## src/rtl/core/rdn_pkg.sv

```systemverilog
package rdn_pkg;

  localparam int unsigned FULL_SCALE = 32767;
  localparam logic [14:0] DZ_RESET = 15'd7849;

  // Square root iterations: one result bit per stage.
  localparam int unsigned SQRT_STAGES = 16;

  // Divider: quotient bits, one developed per pipeline stage.
  localparam int unsigned QBITS = 16;

  // Queue depth between the front and back halves.
  localparam int unsigned FIFO_DEPTH = 4;
  localparam int unsigned FIFO_AW = $clog2(FIFO_DEPTH);

  // One classified sample on its way from the front part to the back part.
  typedef struct packed {
    logic        dz;
    logic        den_zero;
    logic        x_neg;
    logic        y_neg;
    logic [15:0] x_abs;
    logic [15:0] y_abs;
    logic [29:0] num;
    logic [30:0] den;
  } front_item_t;

endpackage

```

## src/rtl/core/rdn_fifo.sv

```systemverilog
module rdn_fifo (
  input  logic                 clk,
  input  logic                 rst_n,
  input  logic                 wr_en,
  input  rdn_pkg::front_item_t wr_data,
  input  logic                 rd_en,
  output logic                 rd_valid,
  output rdn_pkg::front_item_t rd_data
);

  localparam int unsigned AW = rdn_pkg::FIFO_AW;

  rdn_pkg::front_item_t mem_r [rdn_pkg::FIFO_DEPTH];
  logic [AW:0] wp_r, rp_r;

  // Short queue; entries are read at the read pointer only.
  always_ff @(posedge clk) begin
    if (wr_en) begin
      mem_r[wp_r[AW-1:0]] <= wr_data;
    end
  end

  always_ff @(posedge clk) begin
    if (!rst_n) begin
      wp_r <= '0;
      rp_r <= '0;
    end else begin
      if (wr_en) wp_r <= wp_r + 1'b1;
      if (rd_en && rd_valid) rp_r <= rp_r + 1'b1;
    end
  end

  assign rd_valid = (wp_r != rp_r);
  assign rd_data  = mem_r[rp_r[AW-1:0]];

endmodule

```

## config.mk

```make
export PLATFORM = sky130hd
export DESIGN_NAME = rdn_fifo
export DESIGN_NICKNAME = d
export VERILOG_FILES = /design/src/rtl/core/rdn_pkg.sv /design/src/rtl/core/rdn_fifo.sv
export SDC_FILE = /design/constraint.sdc
export NUM_CORES = 1
export LEC_CHECK = 0
export BUFFER_PORTS_ARGS = -buffer_cell sky130_fd_sc_hd__buf_2
export CORE_ASPECT_RATIO = 0.5
export CORE_UTILIZATION = 55
export DETAILED_ROUTE_END_ITERATION = 12
export GPL_ROUTABILITY_DRIVEN = 0
export GPL_TIMING_DRIVEN = 0
export HOLD_SLACK_MARGIN = 0.12
export PLACE_DENSITY = 0.77
export SYNTH_ARGS = -nofsm -noshare
export SYNTH_HDL_FRONTEND = slang
export SYNTH_SLANG_ARGS = --single-unit
```

## constraint.sdc

```tcl
create_clock -name clk -period 10.3 [get_ports clk]
set_input_delay 2.575 -clock clk [delete_from_list [all_inputs] [get_ports clk]]
set_output_delay 2.575 -clock clk [all_outputs]
set_load 0.02 [all_outputs]
```

==> impl_metrics.py <==
metrics = {
    "global_route": {
        "track_usage_pct": 20.5,
        "grt_max_degree": 58,
        "grt_pass1_wl_um": 40400,
        "gr-total-overflow": 0,
        "grt_pass1_vias": 6915,
        "antenna_found_initial": 2,
    },
    "logic_synthesis": {
        "ys_dominant_reg_cell": "edfxtp_1",
        "synth.most_common_cell": "edfxtp_1",
        "ys_seq_area_share_pct": 81.7,
        "synthCells": 559,
        "synth_common_cells": "edfxtp_1, mux4_2, buf_2",
        "synth_edf_count": 388,
        "synth_area_leaders": "edfxtp_1, mux4_2, dfxtp_1",
        "yosys.area.top_type_share_pct": 80.6,
        "yosys.area.top_type": "edfxtp_1",
        "syn_area_um2": 14400,
        "avgSynthCellArea_um2": 25.8,
        "synth_cell_type_count": 27,
        "synth-async-reset-ratio_pct": 0,
        "ys_ff_latch": 396,
        "syn-num-nets": 665,
        "synth_warnings": 0,
    },
    "pwr": {
        "power_density_nw_per_um2": 226,
        "leakage_uw": 0.00571,
        "peakVddDrop_v": 0.0000964,
        "totalPowerFinal_uw": 3840,
    },
    "routing": {
        "ant_nets": 0,
        "viasPerCell": 5.63,
        "avgRoutedWirePerCell_um": 23.2,
        "drtIter0Drc": 531,
        "drc": 0,
        "routed_wl_um": 26900,
        "drt-pass1-iter-count": 5,
        "num_vias": 6547,
    },
    "floorplanning": {
        "die_h_um": 117,
        "io_pins": 199,
        "die_area_um2": 27000,
        "start_util_pct": 56.7,
        "core_area_um2": 25500,
        "die_width_um": 231,
        "rows": 41,
    },
    "place": {
        "place_inst": 1104,
        "hpwl_um": 16300,
        "io_buffer_count": 197,
        "place_ws_ns": 5.96,
    },
    "timing": {
        "grt_setup_unrepaired": "false",
        "finalCritPeriodShare_pct": 46.9,
        "setup_viol": 0,
        "hold_viol_final": 0,
        "slew_headroom_pct": 41.4,
        "worstMarginPinSlew_ns": 0.879,
        "fmax_ghz": 0.207,
        "worst_slack_ns": 5.47,
        "finalCriticalPeriod_ns": 4.83,
        "maxSlewViolCount": 0,
        "clock_skew_ns": 0.0122,
        "fin_tns_setup_ns": 0,
    },
    "final_layout": {
        "fin_cells": 1162,
        "drive_above_1_share_pct": 43.8,
        "area_growth_pct": 17.6,
        "finalNetCount": 903,
        "fillers": 1668,
        "fin_util_pct": 66.7,
    },
    "clocking": {
        "cts_tree": "built",
        "cts.sinks": 396,
        "clk_latency_ns": 0.52,
        "clock_path_buffers": 3,
        "holdBufCountCts": 0,
        "path_clk_slew_ns": 0.07,
        "numCtsBuffers": 35,
        "cts_setup_buffers": 0,
        "htree_levels": 2,
        "cts_root_buf": "clkbuf_16",
        "cts.repair.resized": 0,
    },
    "worst_setup_path": {
        "cp-end-kind": "output pin",
        "critPathSlowestCell": "mux4_2",
        "path_delay_family": "buffers and inverters",
        "path_cells": "buf_2, buf_2, buf_2, mux4_2, buf_2",
        "critPathMaxStageDelay_ns": 0.38,
        "cpMostUsedCell": "buf_2",
        "cp_max_fo": 10,
        "cp.required_ns": 7.73,
        "startpoint_type": "register",
        "critPathBufInv": 4,
        "critPathKind": "reg -> out",
        "worstPathArrival_ns": 2.25,
    },
    "worst_hold_path": {
        "worstHoldPathType": "reg -> reg",
    },
    "flow_run": {
        "drv_cap": 0,
    },
    "run_status": {
        "status": "completed",
    },
}
## per-stage QoR
step	instance area [um^2]	hold slack [ns]
final	17000	0.514
after CTS	17000	0.520
after global placement	15900	0.490
after floorplan	14400	0.468
after global routing	17000	0.558
after detailed placement	16000	0.511
## per-layer routing
metal	GRT usage, %	routed length [um]	vias up
met5	0	0	-
met4	5.52	522	0
li1	-	-	2873
met2	35.5	14100	146
met1	27.2	11200	3487
met3	3.91	1110	41
## final timing paths
path / from / to / slack [ns] / cells after the start
worst max-delay path: register / rd_data[85] / 5.47 / 5
worst min-delay path: rp_r[2]$_SDFFE_PN0P_ / rp_r[2]$_SDFFE_PN0P_ / 0.51 / 2
worst max register to register: wp_r[1]$_SDFFE_PN0P_ / mem_r[2][90]$_DFFE_PP_ / 8.19 / 3
worst min register to register: rp_r[2]$_SDFFE_PN0P_ / rp_r[2]$_SDFFE_PN0P_ / 0.51 / 2
## cell families after synthesis
group	share of synthesized area, %
flip-flops	81.7
multiplexers	15.3
buffers and inverters	1.16
AND/OR/NAND/NOR	0.779
AO/OA/AOI/OAI	0.320
XOR/XNOR	0.303
adder cells (fa/ha/maj)	0.433
## sequential cells by signal (all words and copies together), names as in the netlist, named ones only
register / count
mem_r: 388
rp_r: 3
wp_r: 3
## cells in the final DEF, fill, tap and decap left out, types with 2 or more instances in the layout
cell       synthesis  routed
edfxtp_1         388     388
buf_2             11     208
mux4_2            97      97
clkbuf_16          0      37
clkbuf_1           7      15
clkinv_1           0       9
dfxtp_1            8       8
ha_1               5       5
inv_1              4       4
buf_8              4       4
and2_4             0       4
buf_16             0       4
xor2_1             3       3
nor2_1             3       3
nand2_1            3       3
nand3_1            3       3
or3_1              2       2
xnor2_1            2       2
mux2i_1            2       2
a21oi_1            2       2
and3b_1            2       2
clkinv_2           0       2
## report_power, final
| part | total [uW] | internal, uW | switching, uW | leakage [uW] |
|---|---|---|---|---|
| combinational | 779 | 343 | 437 | 0.00159 |
| clock | 1190 | 652 | 535 | 0.000492 |
| sequential | 1870 | 1850 | 19.3 | 0.00363 |
| total | 3840 | 2850 | 991 | 0.00571 |
## layout make-up
| type | instances | area, um^2 | area share, % |
|---|---|---|---|
| Timing Repair Buffer | 201 | 1100 | 6.45 |
| Antenna cell | 1 | 2.50 | 0.0147 |
| Sequential cell | 396 | 11800 | 69.5 |
| Clock inverter | 12 | 52.6 | 0.309 |
| Multi-Input combinational cell | 136 | 2480 | 14.6 |
| Tap cell | 344 | 430 | 2.53 |
| Buffer | 23 | 153 | 0.898 |
| Inverter | 4 | 15.0 | 0.0883 |
| Clock buffer | 45 | 956 | 5.62 |
## worst register-to-register path: stages (launching register included)
cell and delay (ns):
dfxtp_1 0.45, ha_1 0.21, and2_4 0.73, buf_16 0.37
Power figures use the tool's default switching activity.
