<file path="config.mk">
export PLATFORM = sky130hd
export DESIGN_NAME = rdn_front
export DESIGN_NICKNAME = d
export VERILOG_FILES = /design/src/rtl/core/rdn_pkg.sv /design/src/rtl/core/rdn_front.sv
export SDC_FILE = /design/constraint.sdc
export NUM_CORES = 2
export LEC_CHECK = 0
export ABC_AREA = 1
export BUFFER_PORTS_ARGS = -buffer_cell sky130_fd_sc_hd__buf_2
export CORE_ASPECT_RATIO = 0.8
export CORE_UTILIZATION = 60
export CTS_CLUSTER_SIZE = 12
export DETAILED_ROUTE_END_ITERATION = 12
export PLACE_DENSITY = 0.88
export SLEW_MARGIN = 0
export SYNTH_ARGS = -nofsm -noshare
export SYNTH_HDL_FRONTEND = slang
export SYNTH_SLANG_ARGS = --single-unit
</file>
<file path="constraint.sdc">
create_clock -name clk -period 8.8 [get_ports clk]
set_input_delay 0.88 -clock clk [delete_from_list [all_inputs] [get_ports clk]]
set_output_delay 0.88 -clock clk [all_outputs]
set_load 0.02 [all_outputs]
</file>
<file path="src/rtl/core/rdn_pkg.sv">
package rdn_pkg;

  localparam int unsigned FULL_SCALE = 32767;
  localparam logic [14:0] DZ_RESET = 15'd7849;

  // Square root iterations: one result bit per stage.
  localparam int unsigned SQRT_STAGES = 16;

  // Divider: quotient bits, one developed per pipeline stage.
  localparam int unsigned QBITS = 16;

  // Queue depth between the front and back halves.
  localparam int unsigned FIFO_DEPTH = 4;
  localparam int unsigned FIFO_AW = $clog2(FIFO_DEPTH);

  // One classified sample on its way from the front part to the back part.
  typedef struct packed {
    logic        dz;
    logic        den_zero;
    logic        x_neg;
    logic        y_neg;
    logic [15:0] x_abs;
    logic [15:0] y_abs;
    logic [29:0] num;
    logic [30:0] den;
  } front_item_t;

endpackage

</file>
<file path="src/rtl/core/rdn_front.sv">
module rdn_front (
  input  logic                clk,
  input  logic                rst_n,
  input  logic                in_valid,
  input  logic signed [15:0]  x_raw,
  input  logic signed [15:0]  y_raw,
  input  logic [14:0]         deadzone,
  output logic                item_valid,
  output rdn_pkg::front_item_t item
);

  localparam int unsigned NS = rdn_pkg::SQRT_STAGES;

  // Stage 0: absolute values and signs.
  logic        v0_r;
  logic [15:0] xa0_r, ya0_r;
  logic        xn0_r, yn0_r;
  logic [32:0] sq0_r;
  logic [15:0] xa_nxt, ya_nxt;

  always_comb begin
    xa_nxt = x_raw[15] ? 16'(-x_raw) : 16'(x_raw);
    ya_nxt = y_raw[15] ? 16'(-y_raw) : 16'(y_raw);
  end

  logic [31:0] xsq_r, ysq_r;
  logic        v1_r;
  logic [15:0] xa1_r, ya1_r;
  logic        xn1_r, yn1_r;

  always_ff @(posedge clk) begin
    if (!rst_n) begin
      v0_r <= 1'b0;
    end else begin
      v0_r <= in_valid;
    end
    xa0_r <= xa_nxt;
    ya0_r <= ya_nxt;
    xn0_r <= x_raw[15];
    yn0_r <= y_raw[15];
  end

  // Stage 1: the two squares, one multiplier each.
  always_ff @(posedge clk) begin
    if (!rst_n) begin
      v1_r <= 1'b0;
    end else begin
      v1_r <= v0_r;
    end
    xsq_r <= xa0_r * xa0_r;
    ysq_r <= ya0_r * ya0_r;
    xa1_r <= xa0_r;
    ya1_r <= ya0_r;
    xn1_r <= xn0_r;
    yn1_r <= yn0_r;
  end

  // Stage 2: sum of squares.
  always_ff @(posedge clk) begin
    sq0_r <= {1'b0, xsq_r} + {1'b0, ysq_r};
  end

  logic        v2_r;
  logic [15:0] xa2_r, ya2_r;
  logic        xn2_r, yn2_r;
  always_ff @(posedge clk) begin
    if (!rst_n) begin
      v2_r <= 1'b0;
    end else begin
      v2_r <= v1_r;
    end
    xa2_r <= xa1_r;
    ya2_r <= ya1_r;
    xn2_r <= xn1_r;
    yn2_r <= yn1_r;
  end

  // Restoring square root, one result bit per stage. The sum of squares
  // never exceeds 2^31, so the bit pairs start at bits 31:30.
  logic [NS:1]       sv_r;
  logic [33:0]       rem_r  [1:NS];
  logic [16:0]       root_r [1:NS];
  logic [32:0]       rad_r  [1:NS];
  logic [15:0]       sxa_r  [1:NS];
  logic [15:0]       sya_r  [1:NS];
  logic [NS:1]       sxn_r, syn_r;

  for (genvar s = 0; s < NS; s++) begin : g_sqrt
    logic        v_in, xn_in, yn_in;
    logic [33:0] rem_in;
    logic [16:0] root_in;
    logic [32:0] rad_in;
    logic [15:0] xa_in, ya_in;
    logic [33:0] trial;
    logic [33:0] rsh;
    if (s == 0) begin : g_head
      always_comb begin
        v_in    = v2_r;
        rem_in  = '0;
        root_in = '0;
        rad_in  = sq0_r;
        xa_in   = xa2_r;
        ya_in   = ya2_r;
        xn_in   = xn2_r;
        yn_in   = yn2_r;
      end
    end else begin : g_body
      always_comb begin
        v_in    = sv_r[s];
        rem_in  = rem_r[s];
        root_in = root_r[s];
        rad_in  = rad_r[s];
        xa_in   = sxa_r[s];
        ya_in   = sya_r[s];
        xn_in   = sxn_r[s];
        yn_in   = syn_r[s];
      end
    end
    always_comb begin
      rsh   = {rem_in[31:0], rad_in[31:30]};
      trial = rsh - {15'd0, root_in, 2'b01};
    end
    always_ff @(posedge clk) begin
      if (!rst_n) begin
        sv_r[s+1] <= 1'b0;
      end else begin
        sv_r[s+1] <= v_in;
      end
      if (!trial[33]) begin
        rem_r[s+1]  <= trial;
        root_r[s+1] <= {root_in[15:0], 1'b1};
      end else begin
        rem_r[s+1]  <= rsh;
        root_r[s+1] <= {root_in[15:0], 1'b0};
      end
      rad_r[s+1] <= {rad_in[30:0], 2'b00};
      sxa_r[s+1] <= xa_in;
      sya_r[s+1] <= ya_in;
      sxn_r[s+1] <= xn_in;
      syn_r[s+1] <= yn_in;
    end
  end

  // Classification: deadzone test, clamp, and the excess and span for the products.
  logic [16:0] mag;
  logic [14:0] m_cl;
  logic [14:0] excess;
  logic [14:0] span;
  logic        cv_r;
  logic        cdz_r, cdzero_r, cxn_r, cyn_r;
  logic [15:0] cxa_r, cya_r;
  logic [14:0] cexc_r, cspan_r;
  logic [16:0] cmag_r;

  always_comb begin
    mag    = root_r[NS];
    m_cl   = (mag > 17'(rdn_pkg::FULL_SCALE)) ? 15'h7FFF : mag[14:0];
    excess = m_cl - deadzone;
    span   = 15'h7FFF - deadzone;
  end

  always_ff @(posedge clk) begin
    if (!rst_n) begin
      cv_r <= 1'b0;
    end else begin
      cv_r <= sv_r[NS];
    end
    cdz_r    <= (mag <= {2'b00, deadzone});
    cdzero_r <= (deadzone == 15'h7FFF);
    cxn_r    <= sxn_r[NS];
    cyn_r    <= syn_r[NS];
    cxa_r    <= sxa_r[NS];
    cya_r    <= sya_r[NS];
    cexc_r   <= excess;
    cspan_r  <= span;
    cmag_r   <= mag;
  end

  // Products: 32767*excess and span*mag, registered.
  always_ff @(posedge clk) begin
    if (!rst_n) begin
      item_valid <= 1'b0;
    end else begin
      item_valid <= cv_r;
    end
    item.dz       <= cdz_r;
    item.den_zero <= cdzero_r;
    item.x_neg    <= cxn_r;
    item.y_neg    <= cyn_r;
    item.x_abs    <= cxa_r;
    item.y_abs    <= cya_r;
    item.num      <= 30'(({15'd0, cexc_r} << 15) - {15'd0, cexc_r});
    item.den      <= 31'(cspan_r * cmag_r);
  end

endmodule

</file>
==> flow_summary.ini <==
[cells_and_area]
post-route-util_pct = 65.8
drive_gt1_share_pct = 4.90
final_nets = 11900
area_growth_pct = 8.34

[synth]
avgSynthCellArea_um2 = 8.00
netlist_area_um2 = 85900
syn_nets = 11800
yosys.area.top_type = dfxtp_1
synth_cells = 10700
synth.area.top_cells = dfxtp_1 (40%), nand2_1 (15%), fa_1 (12%)
async_flop_share_pct = 0
synth_top_flop_cell = dfxtp_1
synth.distinct_cells = 52
yosys_warnings = 0
synth_seq_area_share_pct = 40.5
synth_top_cell_area_share_pct = 40.5
ys_seq_elements = 1738
synth-edff-count = 0

[critical_path]
crit_path_max_fanout = 18
arrival_ns = 6.72
path_class = reg2reg
crit_path_start_kind = flip-flop
r2r_slack_ns = 2.79
reg2reg_depth = 19
cp_data_required_time_ns = 9.51
endpoint_kind = flip-flop

[sta]
post-route-period-util_pct = 68.3
worst_pin_slew_ns = 1.00
hold_viol_final = 0
setup_tns_ns = 0
fmax_mhz = 166
relSlewSlack_pct = 32.7
grt_setup_unrepaired = false
layout_min_cycle_time_ns = 6.01
fin_skew_ns = 0.0710
report.final.slew_viol_count = 0
finalSetupViolCount = 0

[route]
drtIter0Drc = 7056
antenna_left = 0
vias = 68200
wl_per_cell_um = 17.8
firstDrtPassIters = 6
totalWireLength_um = 227000
route.detailed.drc = 0
vias_per_cell = 5.33

[min_path]
holdPathStages = 3
hp-class = in2reg

[clock_network]
numCtsBuffers = 174
clk_pin_slew_ns = 0.06
cts.sinks = 1738
clock-root-buffer = clkbuf_16
cts_tree = yes
h-tree-depth = 4
clk_latency_ns = 0.84
cts_setup_buffers = 0
cts.path.max_buffers = 3
postCtsHoldBufs = 0
ctsResizeCount = 0

[grt]
antenna_found_initial = 7
grt_pass1_wl_um = 359000
grt_pass1_vias = 66900
grt_usage_pct = 31.5
grt_max_degree = 34
grt_overflow = 0

[status]
outcome = finished, final reports clean

[floorplan]
die_h_um = 340
row_count = 123
dieArea_um2 = 145000
ios = 148
initial_core_util_pct = 60.8
coreArea_um2 = 141000
die_width_um = 425

[placement]
place.gp.congestion = 0.983
io_buffers = 147
dp_hpwl_um = 176000

[job]
cap_viol_max_count = 0
==> worst paths after layout <==
kind / from / end
max: xa0_r[2]$_DFF_P_ / xsq_r[22]$_DFF_P_
max reg2reg: xa0_r[2]$_DFF_P_ / xsq_r[22]$_DFF_P_
min reg2reg: g_sqrt[0].ya_in[11]$_DFF_P_ / sya_r[1][11]$_DFF_P_
min: in_valid / v0_r$_SDFF_PN0_
==> layer usage <==
metal	up-vias	part of all wire (%)	track usage, %
li1	32700	-	-
met1	32100	44	44.1
met2	2929	44	48.6
met3	510	9.1	6.37
met4	6	3.1	10.6
met5	-	0.018	0
==> kinds of logic (layout without fill, tap and decap cells) <==
logic type               count (synthesis)  in the layout  synth area share, %
AND/OR/NAND/NOR                       5087           5087                 24.4
XOR/XNOR                               341            341                 3.48
buffers and inverters                 2086           2275                 9.60
AO/OA/AOI/OAI                          488            488                 3.06
adder cells (fa/ha/maj)                999            999                 19.0
flip-flops                            1738           1738                 40.5
other                                    1              3              0.00436
==> synthesized netlist by cell type, types with 7 or more instances <==
master,instances
a21o_1,17
a21oi_1,238
and2_1,15
buf_4,32
buf_6,37
clkbuf_1,127
dfxtp_1,1738
fa_1,505
ha_1,494
inv_1,1869
inv_2,14
nand2_1,3436
nand2_2,66
nand3_1,414
nand3_2,10
nand3b_1,47
nand4_1,166
nor2_1,698
nor2_2,26
nor3_1,146
nor3b_1,9
o21a_1,7
o21ai_0,159
o21ai_1,18
o21bai_1,26
or2_2,23
xnor2_1,76
xor2_1,265
==> sequential cells by signal (all words and copies together) (netlist names), 30 cells and up <==
| signal | flops |
|---|---|
| rem_r | 424 |
| rad_r | 240 |
| g_sqrt.rad_in | 32 |
| root_r | 136 |
| ysq_r | 30 |
| sya_r | 256 |
| item | 97 |
| xsq_r | 30 |
| sxa_r | 256 |
==> critical path, stage by stage, from the launching register on <==
cell	delay, ns
dfxtp_1	0.93
nand2_1	0.35
fa_1	0.63
fa_1	0.44
inv_1	0.08
ha_1	0.16
inv_1	0.10
fa_1	0.54
fa_1	0.56
inv_1	0.05
fa_1	0.36
ha_1	0.37
a21oi_1	0.25
o21ai_0	0.13
a21oi_1	0.44
o21bai_1	0.25
nand2_1	0.13
nand2_1	0.06
nand2_1	0.05
nand2_1	0.04
==> placed cells by master (no fill, tap or decap), types with 18 or more instances in the layout <==
master        n
xnor2_1      76
dfxtp_1    1738
nand3b_1     47
nand2_1    3436
nor2_1      698
nand2_2      66
o21ai_0     159
xor2_1      265
or2_2        23
inv_1      1869
nor2_2       26
clkbuf_16   174
o21ai_1      18
a21oi_1     238
o21bai_1     26
nand3_1     414
nand4_1     166
fa_1        505
buf_2       147
nor3_1      146
ha_1        494
==> final cells by class <==
type | instances | area [um^2]
repair buffers | 148 | 743
multi-input cells | 6916 | 42900
inverters | 1883 | 7070
well taps | 1875 | 2350
diodes | 2 | 5.00
clock buffers | 203 | 4580
flip-flops and latches | 1738 | 34800
fillers | 11500 | 48300
clock inverters | 41 | 668
==> per-stage QoR <==
stage | area, um^2 | cells | hold WS (ns) | setup WS [ns]
2_1_floorplan | 85900 | 10700 | 0.310 | 3.56
6_report | 93100 | 12800 | 0.218 | 2.79
3_3_place_gp | 87800 | 12600 | 0.309 | 3.15
5_1_grt | 93100 | 12800 | 0.215 | 2.57
3_5_place_dp | 87800 | 12600 | 0.312 | 3.07
4_1_cts | 93100 | 12800 | 0.168 | 2.99
Power is not shown: default switching activity piles up to over one toggle a cycle in this logic, so the estimate is an artifact.
